==> src/design/wlcm_pkg.sv <==
// ----------------------------------------------------------------------------
// Link connection manager package
// Shared types, codes, reset values and helper functions.
// ----------------------------------------------------------------------------
`default_nettype none

package wlcm_pkg;

  localparam int unsigned SlotCount = 4;
  localparam int unsigned SlotW     = 2;
  localparam int unsigned OpW       = 4;
  localparam int unsigned RawSlotW  = 8;
  localparam int unsigned CmdW      = 8;
  localparam int unsigned TimeW     = 32;
  localparam int unsigned DelayW    = 16;
  localparam int unsigned RetryW    = 4;
  localparam int unsigned ActW      = 10;
  localparam int unsigned LinkW     = 3;
  localparam int unsigned CfgIdxW   = 3;
  localparam int unsigned CfgDataW  = 16;

  // Event codes.
  localparam logic [OpW-1:0] OpTick       = 4'd0;
  localparam logic [OpW-1:0] OpStartup    = 4'd1;
  localparam logic [OpW-1:0] OpConnect    = 4'd2;
  localparam logic [OpW-1:0] OpBroadcast  = 4'd3;
  localparam logic [OpW-1:0] OpPress      = 4'd4;
  localparam logic [OpW-1:0] OpRelease    = 4'd5;
  localparam logic [OpW-1:0] OpAck        = 4'd6;
  localparam logic [OpW-1:0] OpHandshake  = 4'd7;
  localparam logic [OpW-1:0] OpDisconnect = 4'd8;
  localparam logic [OpW-1:0] OpUnpair     = 4'd9;

  // Acknowledged command codes.
  localparam logic [CmdW-1:0] CmdBroadcast = 8'h01;
  localparam logic [CmdW-1:0] CmdConnect   = 8'h04;

  // Configuration register indexes.
  localparam logic [CfgIdxW-1:0] CfgHoldTime     = 3'd0;
  localparam logic [CfgIdxW-1:0] CfgStartupDelay = 3'd1;
  localparam logic [CfgIdxW-1:0] CfgSwitchDelay  = 3'd2;
  localparam logic [CfgIdxW-1:0] CfgHsTimeout    = 3'd3;
  localparam logic [CfgIdxW-1:0] CfgCmdTimeout   = 3'd4;
  localparam logic [CfgIdxW-1:0] CfgRetryLimit   = 3'd5;

  localparam logic [DelayW-1:0] HoldTimeRst     = 16'd2000;
  localparam logic [DelayW-1:0] StartupDelayRst = 16'd1000;
  localparam logic [DelayW-1:0] SwitchDelayRst  = 16'd300;
  localparam logic [DelayW-1:0] HsTimeoutRst    = 16'd5000;
  localparam logic [DelayW-1:0] CmdTimeoutRst   = 16'd500;
  localparam logic [RetryW-1:0] RetryLimitRst   = 4'd3;

  // Action mask bits.
  localparam logic [ActW-1:0] ActUsb       = 10'h001;
  localparam logic [ActW-1:0] ActWireless  = 10'h002;
  localparam logic [ActW-1:0] ActBroadcast = 10'h004;
  localparam logic [ActW-1:0] ActConnect   = 10'h008;
  localparam logic [ActW-1:0] ActSlotState = 10'h010;
  localparam logic [ActW-1:0] ActWakeup    = 10'h020;
  localparam logic [ActW-1:0] ActUnpair    = 10'h040;
  localparam logic [ActW-1:0] ActFailure   = 10'h080;
  localparam logic [ActW-1:0] ActSave      = 10'h100;
  localparam logic [ActW-1:0] ActClear     = 10'h200;

  typedef enum logic [LinkW-1:0] {
    LinkUsb       = 3'd0,
    LinkPassive   = 3'd1,
    LinkWaitBcast = 3'd2,
    LinkWaitConn  = 3'd3,
    LinkWaitHs    = 3'd4,
    LinkActive    = 3'd5
  } link_state_e;

  typedef struct packed {
    logic [OpW-1:0]      opcode;
    logic [RawSlotW-1:0] slot;
    logic [CmdW-1:0]     command;
    logic [TimeW-1:0]    now;
  } wlcm_event_t;

  typedef struct packed {
    logic [ActW-1:0]  actions;
    logic [LinkW-1:0] link_state;
    logic [SlotW-1:0] current_slot;
    logic             slot_state_broadcast;
    logic             route_requested;
    logic             operation_pending;
  } wlcm_result_t;

  typedef struct packed {
    link_state_e       link_mode;
    logic [SlotW-1:0]  chosen_slot;
    logic              startup_valid;
    logic [SlotW-1:0]  startup_num;
    logic              held_valid;
    logic [SlotW-1:0]  held_num;
    logic              held_bcast;
    logic              pend_valid;
    logic [SlotW-1:0]  pend_num;
    logic              pend_bcast;
    logic              ss_bcast;
    logic              hs_to_on;
    logic              recovery_used;
    logic [RetryW-1:0] retry_cnt;
    logic [TimeW-1:0]  cmd_stamp;
    logic [TimeW-1:0]  hs_stamp;
    logic [TimeW-1:0]  startup_stamp;
    logic [TimeW-1:0]  hold_stamp;
    logic [TimeW-1:0]  pend_stamp;
  } wlcm_state_t;

  localparam wlcm_state_t StateRst = '{
    link_mode:     LinkUsb,
    chosen_slot:   '0,
    startup_valid: 1'b0,
    startup_num:   '0,
    held_valid:    1'b0,
    held_num:      '0,
    held_bcast:    1'b0,
    pend_valid:    1'b0,
    pend_num:      '0,
    pend_bcast:    1'b0,
    ss_bcast:      1'b0,
    hs_to_on:      1'b0,
    recovery_used: 1'b0,
    retry_cnt:     '0,
    cmd_stamp:     '0,
    hs_stamp:      '0,
    startup_stamp: '0,
    hold_stamp:    '0,
    pend_stamp:    '0
  };

  // Time since a stamp, modulo the stamp width, against a 16-bit limit.
  function automatic logic f_elapsed(logic [TimeW-1:0] now, logic [TimeW-1:0] stamp,
                                     logic [DelayW-1:0] lim);
    logic [TimeW-1:0] diff;
    diff = now - stamp;
    return diff >= {{(TimeW-DelayW){1'b0}}, lim};
  endfunction

  function automatic logic f_op_pending(link_state_e m);
    return (m == LinkWaitBcast) || (m == LinkWaitConn) || (m == LinkWaitHs);
  endfunction

endpackage

`default_nettype wire

==> src/design/wlcm_ifs.sv <==
// ----------------------------------------------------------------------------
// Link connection manager channels
// Valid/ready interfaces for the event and result channels.
// ----------------------------------------------------------------------------
`default_nettype none

interface wlcm_evt_if;
  import wlcm_pkg::*;

  logic                valid;
  logic                ready;
  logic [OpW-1:0]      opcode;
  logic [RawSlotW-1:0] slot;
  logic [CmdW-1:0]     command;
  logic [TimeW-1:0]    now;

  modport source (output valid, opcode, slot, command, now, input ready);
  modport sink (input valid, opcode, slot, command, now, output ready);
endinterface

interface wlcm_res_if;
  import wlcm_pkg::*;

  logic             valid;
  logic             ready;
  logic [ActW-1:0]  actions;
  logic [LinkW-1:0] link_state;
  logic [SlotW-1:0] current_slot;
  logic             slot_state_broadcast;
  logic             route_requested;
  logic             operation_pending;

  modport source (output valid, actions, link_state, current_slot, slot_state_broadcast,
                  route_requested, operation_pending, input ready);
  modport sink (input valid, actions, link_state, current_slot, slot_state_broadcast,
                route_requested, operation_pending, output ready);
endinterface

`default_nettype wire

==> src/design/wlcm_in_stage.sv <==
// ----------------------------------------------------------------------------
// Link connection manager input register
// Holds one accepted event until the core consumes it.
// ----------------------------------------------------------------------------
`default_nettype none

module wlcm_in_stage (
  input  wire                  clk_i,
  input  wire                  rst_ni,
  wlcm_evt_if.sink             evt_i,
  input  wire                  take_i,
  output logic                 vld_o,
  output wlcm_pkg::wlcm_event_t evt_o
);
  import wlcm_pkg::*;

  logic        vld_q, vld_d;
  wlcm_event_t evt_q;
  logic        accept;

  // A new event may enter whenever the slot is empty or is being drained.
  assign evt_i.ready = !vld_q || take_i;
  assign accept      = evt_i.valid && evt_i.ready;

  always_comb begin
    vld_d = vld_q;
    if (accept) begin
      vld_d = 1'b1;
    end else if (take_i) begin
      vld_d = 1'b0;
    end
  end

  always_ff @(posedge clk_i or negedge rst_ni) begin
    if (!rst_ni) begin
      vld_q <= 1'b0;
    end else begin
      vld_q <= vld_d;
    end
  end

  always_ff @(posedge clk_i) begin
    if (accept) begin
      evt_q <= '{opcode: evt_i.opcode, slot: evt_i.slot, command: evt_i.command,
                 now: evt_i.now};
    end
  end

  assign vld_o = vld_q;
  assign evt_o = evt_q;

endmodule

`default_nettype wire

==> src/design/wlcm_core.sv <==
// ----------------------------------------------------------------------------
// Link connection manager core
// Timing registers, link state and the per-event next-state logic.
// ----------------------------------------------------------------------------
`default_nettype none

module wlcm_core (
  input  wire                               clk_i,
  input  wire                               rst_ni,
  input  wire                               cfg_we_i,
  input  wire [wlcm_pkg::CfgIdxW-1:0]       cfg_idx_i,
  input  wire [wlcm_pkg::CfgDataW-1:0]      cfg_data_i,
  input  wire                               fire_i,
  input  wire wlcm_pkg::wlcm_event_t        evt_i,
  output wlcm_pkg::wlcm_result_t            res_o
);
  import wlcm_pkg::*;

  logic [DelayW-1:0] hold_time_q, startup_delay_q, switch_delay_q;
  logic [DelayW-1:0] hs_timeout_q, cmd_timeout_q;
  logic [RetryW-1:0] retry_limit_q;

  wlcm_state_t st_q, st_d;
  logic [ActW-1:0] act;

  function automatic wlcm_state_t f_begin_bcast(wlcm_state_t s_in, logic [SlotW-1:0] slot,
                                                logic with_ss, logic hs_to,
                                                logic [TimeW-1:0] now);
    wlcm_state_t s;
    s               = s_in;
    s.link_mode     = LinkWaitBcast;
    s.startup_valid = 1'b0;
    s.chosen_slot   = slot;
    s.ss_bcast      = with_ss;
    s.hs_to_on      = hs_to;
    s.retry_cnt     = '0;
    s.cmd_stamp     = now;
    return s;
  endfunction

  function automatic wlcm_state_t f_begin_conn(wlcm_state_t s_in, logic [SlotW-1:0] slot,
                                               logic [TimeW-1:0] now);
    wlcm_state_t s;
    s               = s_in;
    s.link_mode     = LinkWaitConn;
    s.startup_valid = 1'b0;
    s.chosen_slot   = slot;
    s.ss_bcast      = 1'b0;
    s.hs_to_on      = 1'b1;
    s.retry_cnt     = '0;
    s.cmd_stamp     = now;
    return s;
  endfunction

  function automatic wlcm_state_t f_queue(wlcm_state_t s_in, logic [SlotW-1:0] slot,
                                          logic bcast, logic [TimeW-1:0] now);
    wlcm_state_t s;
    s            = s_in;
    s.link_mode  = LinkUsb;
    s.retry_cnt  = '0;
    s.hs_to_on   = 1'b0;
    s.pend_valid = 1'b1;
    s.pend_num   = slot;
    s.pend_bcast = bcast;
    s.pend_stamp = now;
    return s;
  endfunction

  function automatic wlcm_state_t f_connect(wlcm_state_t s_in, logic [SlotW-1:0] slot,
                                            logic [TimeW-1:0] now, output logic [ActW-1:0] a);
    wlcm_state_t s;
    s               = s_in;
    s.startup_valid = 1'b0;
    if (s.link_mode == LinkPassive) begin
      s.link_mode = LinkUsb;
    end
    if (s.pend_valid) begin
      s = f_queue(s, slot, 1'b0, now);
      a = ActUsb;
    end else if (f_op_pending(s.link_mode)) begin
      if (s.chosen_slot == slot) begin
        s.pend_valid = 1'b0;
      end else begin
        s = f_queue(s, slot, 1'b0, now);
      end
      a = ActUsb;
    end else begin
      s.pend_valid    = 1'b0;
      s.recovery_used = 1'b0;
      s = f_begin_conn(s, slot, now);
      a = ActUsb | ActSlotState | ActConnect;
    end
    return s;
  endfunction

  function automatic wlcm_state_t f_broadcast(wlcm_state_t s_in, logic [SlotW-1:0] slot,
                                              logic [TimeW-1:0] now, output logic [ActW-1:0] a);
    wlcm_state_t s;
    s               = s_in;
    s.startup_valid = 1'b0;
    if (s.link_mode == LinkPassive) begin
      s.link_mode = LinkUsb;
    end
    if (s.pend_valid || f_op_pending(s.link_mode)) begin
      s = f_queue(s, slot, 1'b1, now);
      a = ActUsb;
    end else begin
      s.recovery_used = 1'b0;
      s = f_begin_bcast(s, slot, 1'b1, 1'b0, now);
      a = ActUsb | ActBroadcast | ActSlotState;
    end
    return s;
  endfunction

  function automatic wlcm_state_t f_disconnect(wlcm_state_t s_in);
    wlcm_state_t s;
    s               = s_in;
    s.retry_cnt     = '0;
    s.recovery_used = 1'b0;
    s.hs_to_on      = 1'b0;
    s.startup_valid = 1'b0;
    s.held_valid    = 1'b0;
    s.held_bcast    = 1'b0;
    s.pend_valid    = 1'b0;
    s.link_mode     = LinkUsb;
    return s;
  endfunction

  always_ff @(posedge clk_i or negedge rst_ni) begin
    if (!rst_ni) begin
      hold_time_q     <= HoldTimeRst;
      startup_delay_q <= StartupDelayRst;
      switch_delay_q  <= SwitchDelayRst;
      hs_timeout_q    <= HsTimeoutRst;
      cmd_timeout_q   <= CmdTimeoutRst;
      retry_limit_q   <= RetryLimitRst;
    end else if (cfg_we_i) begin
      unique case (cfg_idx_i)
        CfgHoldTime:     hold_time_q     <= cfg_data_i;
        CfgStartupDelay: startup_delay_q <= cfg_data_i;
        CfgSwitchDelay:  switch_delay_q  <= cfg_data_i;
        CfgHsTimeout:    hs_timeout_q    <= cfg_data_i;
        CfgCmdTimeout:   cmd_timeout_q   <= cfg_data_i;
        CfgRetryLimit:   retry_limit_q   <= cfg_data_i[RetryW-1:0];
        default: ;
      endcase
    end
  end

  always_comb begin
    wlcm_state_t      s;
    logic [ActW-1:0]  a;
    logic [SlotW-1:0] slot_c;
    logic [SlotW-1:0] pn;
    logic             pb;
    logic             in_range;

    s        = st_q;
    act      = '0;
    a        = '0;
    in_range = evt_i.slot <= RawSlotW'(SlotCount - 1);
    slot_c   = in_range ? evt_i.slot[SlotW-1:0] : SlotW'(SlotCount - 1);
    pn       = '0;
    pb       = 1'b0;

    unique case (evt_i.opcode)
      OpTick: begin
        if (s.held_valid && !s.held_bcast &&
            f_elapsed(evt_i.now, s.hold_stamp, hold_time_q)) begin
          s.held_bcast = 1'b1;
          s   = f_broadcast(s, s.held_num, evt_i.now, a);
          act = act | a;
        end
        if (s.startup_valid && f_elapsed(evt_i.now, s.startup_stamp, startup_delay_q)) begin
          s   = f_begin_bcast(s, s.startup_num, 1'b0, 1'b1, evt_i.now);
          act = act | ActUsb | ActBroadcast;
        end
        if (s.pend_valid && f_elapsed(evt_i.now, s.pend_stamp, switch_delay_q)) begin
          pn              = s.pend_num;
          pb              = s.pend_bcast;
          s.pend_valid    = 1'b0;
          s.hs_to_on      = 1'b0;
          s.recovery_used = 1'b0;
          s.link_mode     = LinkUsb;
          if (pb) begin
            s   = f_begin_bcast(s, pn, 1'b1, 1'b0, evt_i.now);
            act = act | ActUsb | ActBroadcast | ActSlotState;
          end else begin
            s   = f_begin_conn(s, pn, evt_i.now);
            act = act | ActUsb | ActSlotState | ActConnect;
          end
        end
        if (s.link_mode == LinkWaitHs) begin
          if (s.hs_to_on && f_elapsed(evt_i.now, s.hs_stamp, hs_timeout_q)) begin
            s.link_mode = LinkUsb;
            s.hs_to_on  = 1'b0;
            act         = act | ActUsb;
            // One wakeup recovery is tried before the link is reported failed.
            if (!s.recovery_used) begin
              s.recovery_used = 1'b1;
              s.startup_valid = 1'b1;
              s.startup_num   = s.chosen_slot;
              s.startup_stamp = evt_i.now;
              act             = act | ActWakeup;
            end else begin
              act = act | ActFailure;
            end
          end
        end else if ((s.link_mode == LinkWaitBcast || s.link_mode == LinkWaitConn) &&
                     f_elapsed(evt_i.now, s.cmd_stamp, cmd_timeout_q)) begin
          if (s.retry_cnt >= retry_limit_q) begin
            s.hs_stamp  = evt_i.now;
            s.link_mode = LinkWaitHs;
          end else begin
            s.retry_cnt = s.retry_cnt + RetryW'(1);
            s.cmd_stamp = evt_i.now;
            act = act | ((s.link_mode == LinkWaitBcast) ? ActBroadcast : ActConnect);
          end
        end
      end
      OpStartup: begin
        s = StateRst;
        if (in_range) begin
          s.startup_valid = 1'b1;
          s.startup_num   = evt_i.slot[SlotW-1:0];
          s.chosen_slot   = evt_i.slot[SlotW-1:0];
          s.startup_stamp = evt_i.now;
          s.link_mode     = LinkPassive;
        end
        act = ActWakeup;
      end
      OpConnect: begin
        s   = f_connect(s, slot_c, evt_i.now, a);
        act = a;
      end
      OpBroadcast: begin
        s   = f_broadcast(s, slot_c, evt_i.now, a);
        act = a;
      end
      OpPress: begin
        s.startup_valid = 1'b0;
        if (s.link_mode == LinkPassive) begin
          s.link_mode = LinkUsb;
        end
        s.held_valid = 1'b1;
        s.held_num   = slot_c;
        s.held_bcast = 1'b0;
        s.hold_stamp = evt_i.now;
      end
      OpRelease: begin
        if (s.held_valid && s.held_num == slot_c) begin
          pb           = s.held_bcast;
          s.held_valid = 1'b0;
          s.held_bcast = 1'b0;
          // A short press connects; a long one has already issued or queued a broadcast.
          if (!pb) begin
            s   = f_connect(s, slot_c, evt_i.now, a);
            act = a;
          end
        end
      end
      OpAck: begin
        if ((evt_i.command == CmdBroadcast && s.link_mode == LinkWaitBcast) ||
            (evt_i.command == CmdConnect && s.link_mode == LinkWaitConn)) begin
          s.retry_cnt = '0;
          s.hs_stamp  = evt_i.now;
          s.link_mode = LinkWaitHs;
        end
      end
      OpHandshake: begin
        if (s.link_mode != LinkUsb) begin
          s.startup_valid = 1'b0;
          s.retry_cnt     = '0;
          s.recovery_used = 1'b0;
          s.hs_to_on      = 1'b0;
          s.link_mode     = LinkActive;
          act             = ActWireless | ActSave;
        end
      end
      OpDisconnect: begin
        s   = f_disconnect(s);
        act = ActUsb | ActClear;
      end
      OpUnpair: begin
        s   = f_disconnect(s);
        act = ActUnpair | ActUsb | ActClear;
      end
      default: ;
    endcase

    st_d = s;
  end

  always_ff @(posedge clk_i or negedge rst_ni) begin
    if (!rst_ni) begin
      st_q <= StateRst;
    end else if (fire_i) begin
      st_q <= st_d;
    end
  end

  assign res_o = '{
    actions:              act,
    link_state:           st_d.link_mode,
    current_slot:         st_d.chosen_slot,
    slot_state_broadcast: st_d.ss_bcast,
    route_requested:      st_d.link_mode != LinkUsb,
    operation_pending:    f_op_pending(st_d.link_mode)
  };

endmodule

`default_nettype wire

==> src/design/wlcm_out_stage.sv <==
// ----------------------------------------------------------------------------
// Link connection manager result register
// Holds one result until the downstream side takes it.
// ----------------------------------------------------------------------------
`default_nettype none

module wlcm_out_stage (
  input  wire                         clk_i,
  input  wire                         rst_ni,
  input  wire                         load_i,
  input  wire wlcm_pkg::wlcm_result_t res_i,
  output logic                        free_o,
  wlcm_res_if.source                  res_o
);
  import wlcm_pkg::*;

  logic         vld_q, vld_d;
  wlcm_result_t res_q;

  // The register can take a new result when empty or when its transfer completes.
  assign free_o = !vld_q || res_o.ready;

  always_comb begin
    vld_d = vld_q;
    if (load_i) begin
      vld_d = 1'b1;
    end else if (res_o.ready) begin
      vld_d = 1'b0;
    end
  end

  always_ff @(posedge clk_i or negedge rst_ni) begin
    if (!rst_ni) begin
      vld_q <= 1'b0;
    end else begin
      vld_q <= vld_d;
    end
  end

  always_ff @(posedge clk_i) begin
    if (load_i) begin
      res_q <= res_i;
    end
  end

  assign res_o.valid                = vld_q;
  assign res_o.actions              = res_q.actions;
  assign res_o.link_state           = res_q.link_state;
  assign res_o.current_slot         = res_q.current_slot;
  assign res_o.slot_state_broadcast = res_q.slot_state_broadcast;
  assign res_o.route_requested      = res_q.route_requested;
  assign res_o.operation_pending    = res_q.operation_pending;

endmodule

`default_nettype wire

==> src/design/wireless_link_connection_manager.sv <==
// A result is offered once its event has passed the input register and then the result
// register; one event per cycle is taken while the result side is not stalled, since the
// link state is updated combinationally between the two registers.
// Reset clears the link state and loads the default timing values; no clearing pass.
// ----------------------------------------------------------------------------
// Wireless link connection manager
// Link state machine with slot selection, command retries and wakeup recovery.
// ----------------------------------------------------------------------------
`default_nettype none

module wireless_link_connection_manager (
  input  wire                          clk_i,
  input  wire                          rst_ni,
  input  wire                          cfg_we_i,
  input  wire [wlcm_pkg::CfgIdxW-1:0]  cfg_idx_i,
  input  wire [wlcm_pkg::CfgDataW-1:0] cfg_data_i,
  wlcm_evt_if.sink                     evt_i,
  wlcm_res_if.source                   res_o
);
  import wlcm_pkg::*;

  logic         in_vld;
  wlcm_event_t  evt;
  wlcm_result_t res;
  logic         out_free;
  logic         fire;

  assign fire = in_vld && out_free;

  wlcm_in_stage u_in_stage (
    .clk_i  (clk_i),
    .rst_ni (rst_ni),
    .evt_i  (evt_i),
    .take_i (fire),
    .vld_o  (in_vld),
    .evt_o  (evt)
  );

  wlcm_core u_core (
    .clk_i      (clk_i),
    .rst_ni     (rst_ni),
    .cfg_we_i   (cfg_we_i),
    .cfg_idx_i  (cfg_idx_i),
    .cfg_data_i (cfg_data_i),
    .fire_i     (fire),
    .evt_i      (evt),
    .res_o      (res)
  );

  wlcm_out_stage u_out_stage (
    .clk_i  (clk_i),
    .rst_ni (rst_ni),
    .load_i (fire),
    .res_i  (res),
    .free_o (out_free),
    .res_o  (res_o)
  );

`ifndef ASSERT_OFF
  // A held event is never dropped while the result side is stalled.
  a_no_drop: assert property (@(posedge clk_i) disable iff (!rst_ni)
    (in_vld && res_o.valid && !res_o.ready) |=> in_vld)
    else $error("held event lost while result stalled");

  // Every processed event leaves a result behind.
  a_fire_result: assert property (@(posedge clk_i) disable iff (!rst_ni)
    fire |=> res_o.valid)
    else $error("processed event produced no result");

  // A pending operation always implies a requested route.
  a_pending_route: assert property (@(posedge clk_i) disable iff (!rst_ni)
    (res_o.valid && res_o.operation_pending) |-> res_o.route_requested)
    else $error("operation pending without a requested route");
`endif

endmodule

`default_nettype wire
==> src/flat_wrapper.sv <==
// flat-port wrapper written by rule: the top's interface ports become plain ports
module wireless_link_connection_manager_flat import wlcm_pkg::*;
  (clk_i, rst_ni, cfg_we_i, cfg_idx_i, cfg_data_i, evt_i_valid, evt_i_opcode, evt_i_slot, evt_i_command, evt_i_now, evt_i_ready, res_o_valid, res_o_actions, res_o_link_state, res_o_current_slot, res_o_slot_state_broadcast, res_o_route_requested, res_o_operation_pending, res_o_ready);
  wlcm_evt_if evt_i_i ();
  wlcm_res_if res_o_i ();
  input  wire clk_i;
  input  wire rst_ni;
  input  wire cfg_we_i;
  input  wire [wlcm_pkg::CfgIdxW-1:0] cfg_idx_i;
  input  wire [wlcm_pkg::CfgDataW-1:0] cfg_data_i;
  input wire logic [$bits(evt_i_i.valid)-1:0] evt_i_valid;
  input wire logic [$bits(evt_i_i.opcode)-1:0] evt_i_opcode;
  input wire logic [$bits(evt_i_i.slot)-1:0] evt_i_slot;
  input wire logic [$bits(evt_i_i.command)-1:0] evt_i_command;
  input wire logic [$bits(evt_i_i.now)-1:0] evt_i_now;
  output wire logic [$bits(evt_i_i.ready)-1:0] evt_i_ready;
  output wire logic [$bits(res_o_i.valid)-1:0] res_o_valid;
  output wire logic [$bits(res_o_i.actions)-1:0] res_o_actions;
  output wire logic [$bits(res_o_i.link_state)-1:0] res_o_link_state;
  output wire logic [$bits(res_o_i.current_slot)-1:0] res_o_current_slot;
  output wire logic [$bits(res_o_i.slot_state_broadcast)-1:0] res_o_slot_state_broadcast;
  output wire logic [$bits(res_o_i.route_requested)-1:0] res_o_route_requested;
  output wire logic [$bits(res_o_i.operation_pending)-1:0] res_o_operation_pending;
  input wire logic [$bits(res_o_i.ready)-1:0] res_o_ready;
  assign evt_i_i.valid = evt_i_valid;
  assign evt_i_i.opcode = evt_i_opcode;
  assign evt_i_i.slot = evt_i_slot;
  assign evt_i_i.command = evt_i_command;
  assign evt_i_i.now = evt_i_now;
  assign evt_i_ready = evt_i_i.ready;
  assign res_o_valid = res_o_i.valid;
  assign res_o_actions = res_o_i.actions;
  assign res_o_link_state = res_o_i.link_state;
  assign res_o_current_slot = res_o_i.current_slot;
  assign res_o_slot_state_broadcast = res_o_i.slot_state_broadcast;
  assign res_o_route_requested = res_o_i.route_requested;
  assign res_o_operation_pending = res_o_i.operation_pending;
  assign res_o_i.ready = res_o_ready;
  wireless_link_connection_manager u_core (.clk_i(clk_i), .rst_ni(rst_ni), .cfg_we_i(cfg_we_i), .cfg_idx_i(cfg_idx_i), .cfg_data_i(cfg_data_i), .evt_i(evt_i_i), .res_o(res_o_i));
endmodule
==> config.mk <==
export PLATFORM = sky130hd
export DESIGN_NAME = wireless_link_connection_manager_flat
export DESIGN_NICKNAME = d
export VERILOG_FILES = /design/src/design/wlcm_pkg.sv /design/src/design/wlcm_ifs.sv /design/src/design/wlcm_in_stage.sv /design/src/design/wlcm_core.sv /design/src/design/wlcm_out_stage.sv /design/src/design/wireless_link_connection_manager.sv /design/src/flat_wrapper.sv
export SDC_FILE = /design/constraint.sdc
export NUM_CORES = 1
export LEC_CHECK = 0
export BUFFER_PORTS_ARGS = -buffer_cell sky130_fd_sc_hd__buf_2
export CAP_MARGIN = 20
export CORE_MARGIN = 10
export CORE_UTILIZATION = 59
export DETAILED_ROUTE_END_ITERATION = 6
export PLACE_DENSITY = 0.73
export SYNTH_ARGS = -nofsm -noshare
export SYNTH_HDL_FRONTEND = slang
export SYNTH_SLANG_ARGS = --single-unit
==> constraint.sdc <==
create_clock -name clk_i -period 17 [get_ports clk_i]
set_input_delay 2.55 -clock clk_i [delete_from_list [all_inputs] [get_ports clk_i]]
set_output_delay 2.55 -clock clk_i [all_outputs]
set_load 0.02 [all_outputs]
==> flow_summary.toml <==
[placed_design]
dp_hpwl_mm = 64.1
place_ws_ns = 1.03
port_buffers = 95
routabilityCongestion = 1.01

[setup_path]
slowest_stage = "or4_4"
setup.worst_path.end = "u_core.u_out_stage.res_o.operation_pending$_DFFE_PP_"
crit_top_cell = "ha_1"
r2r_slack_ns = 1.11
worstReg2RegStart = "u_core.u_in_stage.evt_o[0]$_DFFE_PP_"
worstSetupStartpointType = "register"
cp-startpoint = "u_core.u_in_stage.evt_o[0]$_DFFE_PP_"
cp_data_required_time_ns = 17.33
reg2reg_to = "u_core.u_out_stage.res_o.operation_pending$_DFFE_PP_"
worstPathArrival_ns = 16.22
r2r_cells = 68
worst_setup_path_end_kind = "register"
crit_path_max_fanout = 14
slowest_delay_ns = 0.60
worst-setup-path-type = "register to register"

[drt]
wl_per_cell_um = 23.5
ant_nets = 0
vias = 23700
routed_wirelength_mm = 85.5
drc_errors = 0
drt-initial-drc-count = 2446
first_pass_iters = 6
vias_per_cell = 6.52

[synthesis]
async_reset_ff_share_pct = 79.6
synth-seq-cells = 338
synth.cell_area_um2 = 25700
synth_cells = 2946
ys_types = 96
yosysWarnings = 0
ys_seq_area_share_pct = 34.4
syn_avg_cell_area_um2 = 8.73
syn-num-nets = 3266
synth-edff-count = 69
yosys_most_used_dff = "dfrtp_1"

[grt]
grt_pass1_vias = 23400
grtUsageTotal_pct = 31.6
grt_max_degree = 86
grt_pass1_wl_mm = 132
antenna_found_initial = 4
overflow = 0

[cells_and_area]
syn_to_final_growth_pct = 10.3
n_fill_cell = 3566
drive_gt1_share_pct = 10.7
fin_nets = 3339

[clock_tree]
cts_root_buffer = "clkbuf_16"
cts_tree = "yes"
hold_buffers = 0
htree_num_levels = 2
cts.clk_slew.worst_paths_ns = 0.06
insertion_delay_ns = 0.59
cts_sinks = 338
numCtsBuffers = 40
cts_max_path_buffers = 3

[flow_run]
cap_violations = 0

[worst_hold_path]
min_from = "u_core.u_core.st_q[14]$_DFFE_PN0P_"
hold_class = "register to register"

[sta]
setup_ws_ns = 1.11
tns_ns = 0
tightest_slew_ns = 1.12
skew_ns = 0.0277
hold_violations = 0
period_needed_ns = 15.89
setup_viol = 0
slew_headroom_pct = 25.2
rsz0062_at_grt = "false"
drv_slew = 0
max_freq_mhz = 62.9
finalCritPeriodShare_pct = 93.5

[pwr]
cellPowerDensity_nw_per_um2 = 140
ir_worst_vdd_mv = 0.102
p_leak_nw = 12.5
power_w = 0.00397

[floorplan]
start_util_pct = 59.7
dieArea_um2 = 52400
dieWidth_um = 229
rows = 76
die_h_um = 229
ios = 96
core_um2 = 43100

[outcome]
outcome = "completed"
==> cells in the final DEF (no fill, tap or decap), drive strengths merged, types with 28 or more instances in the layout <==
| cell | count |
|---|---|
| nand2 | 276 |
| mux2 | 32 |
| nor2b | 39 |
| dfstp | 29 |
| clkbuf | 55 |
| mux2i | 61 |
| ha | 239 |
| buf | 158 |
| a21o | 93 |
| o211ai | 29 |
| inv | 247 |
| nor3 | 41 |
| xor2 | 37 |
| nand4 | 31 |
| nand3 | 57 |
| edfxtp | 69 |
| dfrtp | 240 |
| o21a | 35 |
| a211oi | 28 |
| a21oi | 233 |
| a22o | 136 |
| o21ai | 231 |
| xnor2 | 58 |
| nor2 | 198 |
| nand2b | 50 |
==> per-layer routing <==
metal | vias to the layer above | GRT usage [%] | share of wire (%)
met1 | 11500 | 38.3 | 40
li1 | 10900 | - | -
met4 | 4 | 15.3 | 5.1
met2 | 1028 | 53.3 | 47
met5 | - | 0 | 0.056
met3 | 254 | 5.76 | 7.5
==> power by group <==
part	switching, W	internal [W]	leakage, nW
Clock	0.000372	0.000538	0.669
Sequential	0.000104	0.00101	4.14
Combinational	0.00116	0.000790	7.70
Total	0.00164	0.00233	12.5
==> stage by stage <==
stage               instance area (µm²)  std cells  hold slack, ns  utilization, %
floorplan                         25700       2946           0.449               -
global placement                  26900       3553           0.461            62.4
detailed placement                26900       3553           0.470            62.4
CTS                               28300       3627           0.482            65.6
global route                      28400       3636           0.498            65.9
finish                            28400       3637           0.480            65.9
==> worst min-delay path by stage <==
stage	end	cells after the start	slack (ns)
after floorplan	u_core.u_core.st_q[12]$_DFFE_PN0P_	2	0.45
after global placement	u_core.u_core.st_q[169]$_DFFE_PN0P_	2	0.46
after detailed placement	u_core.u_core.st_q[19]$_DFFE_PN0P_	2	0.47
after CTS	u_core.u_core.st_q[14]$_DFFE_PN0P_	2	0.48
after global routing	u_core.u_core.st_q[176]$_DFFE_PN0P_	1	0.50
final	u_core.u_core.st_q[14]$_DFFE_PN0P_	2	0.48
==> cells in the mapped netlist, types with 18 or more instances <==
cell type / number / area share (%)
a21o_1: 93 / 2.7
clkbuf_1: 103 / 1.5
mux2i_1: 61 / 2.4
nor3_1: 41 / 0.80
inv_1: 243 / 3.5
dfstp_2: 29 / 3.0
nand3_1: 57 / 1.1
xor2_1: 37 / 1.3
a211oi_1: 27 / 0.79
edfxtp_1: 69 / 8.1
a31oi_1: 18 / 0.44
a22o_1: 136 / 4.6
and3_1: 23 / 0.56
mux2_2: 30 / 1.3
o211ai_1: 28 / 0.82
nor2b_1: 39 / 0.95
nand2_1: 276 / 4.0
o21a_1: 35 / 1.0
nand4_1: 31 / 0.75
xnor2_1: 58 / 2.0
ha_1: 239 / 12
nor2_1: 198 / 2.9
a21oi_1: 231 / 4.5
dfrtp_1: 240 / 23
o21ai_0: 226 / 4.4
nand2b_1: 50 / 1.2
nor4_1: 22 / 0.53
==> cell families (layout without fill, tap and decap cells) <==
logic type | Yosys count | in the layout | synth area share (%)
AND/OR/NAND/NOR | 825 | 825 | 15.4
adder cells (fa/ha/maj) | 247 | 247 | 12.1
multiplexers | 93 | 93 | 3.77
other | 0 | 1 | 0
XOR/XNOR | 95 | 95 | 3.23
AO/OA/AOI/OAI | 977 | 977 | 25.5
flip-flops | 338 | 338 | 34.4
buffers and inverters | 371 | 476 | 5.64
==> sequential cells by signal (all words and copies together) (netlist names), 9 cells and up <==
name / flops
u_core.u_core.cmd_timeout_q: 16
u_core.u_core.hold_time_q: 16
u_core.u_core.hs_timeout_q: 16
u_core.u_core.st_q: 183
u_core.u_core.startup_delay_q: 16
u_core.u_core.switch_delay_q: 16
u_core.u_in_stage.evt_o: 52
u_core.u_out_stage.res_o.actions: 9
==> cell type report <==
cell class	count	area, µm²	area share, %
multi-input cells	2237	15500	54.7
flip-flops and latches	338	8840	31.1
clock buffers	55	1140	4.02
repair buffers	158	993	3.50
inverters	244	916	3.23
well taps	585	732	2.58
clock inverters	19	244	0.859
diodes	1	2.50	0.00881
==> worst max-delay path: cells and delay by family (launching register included) <==
kind                       cells  cell delay (ns)
and+or+nand+nor               25             5.49
AOI/OAI and AO/OA             28             5.47
adders and majority gates      8             2.45
muxes                          2             0.64
buffers and inverters          2             0.51
xor gates and xnor gates       3             0.51
DFF                            1             0.48
==> what timing repair did <==
item,4_1_cts,5_1_grt
buffers inserted,0,6
resized for setup,0,5
endpoints found under the hold margin,0,0
endpoints found under the setup margin,0,78
Note: power is estimated with default switching activity, not from simulation.
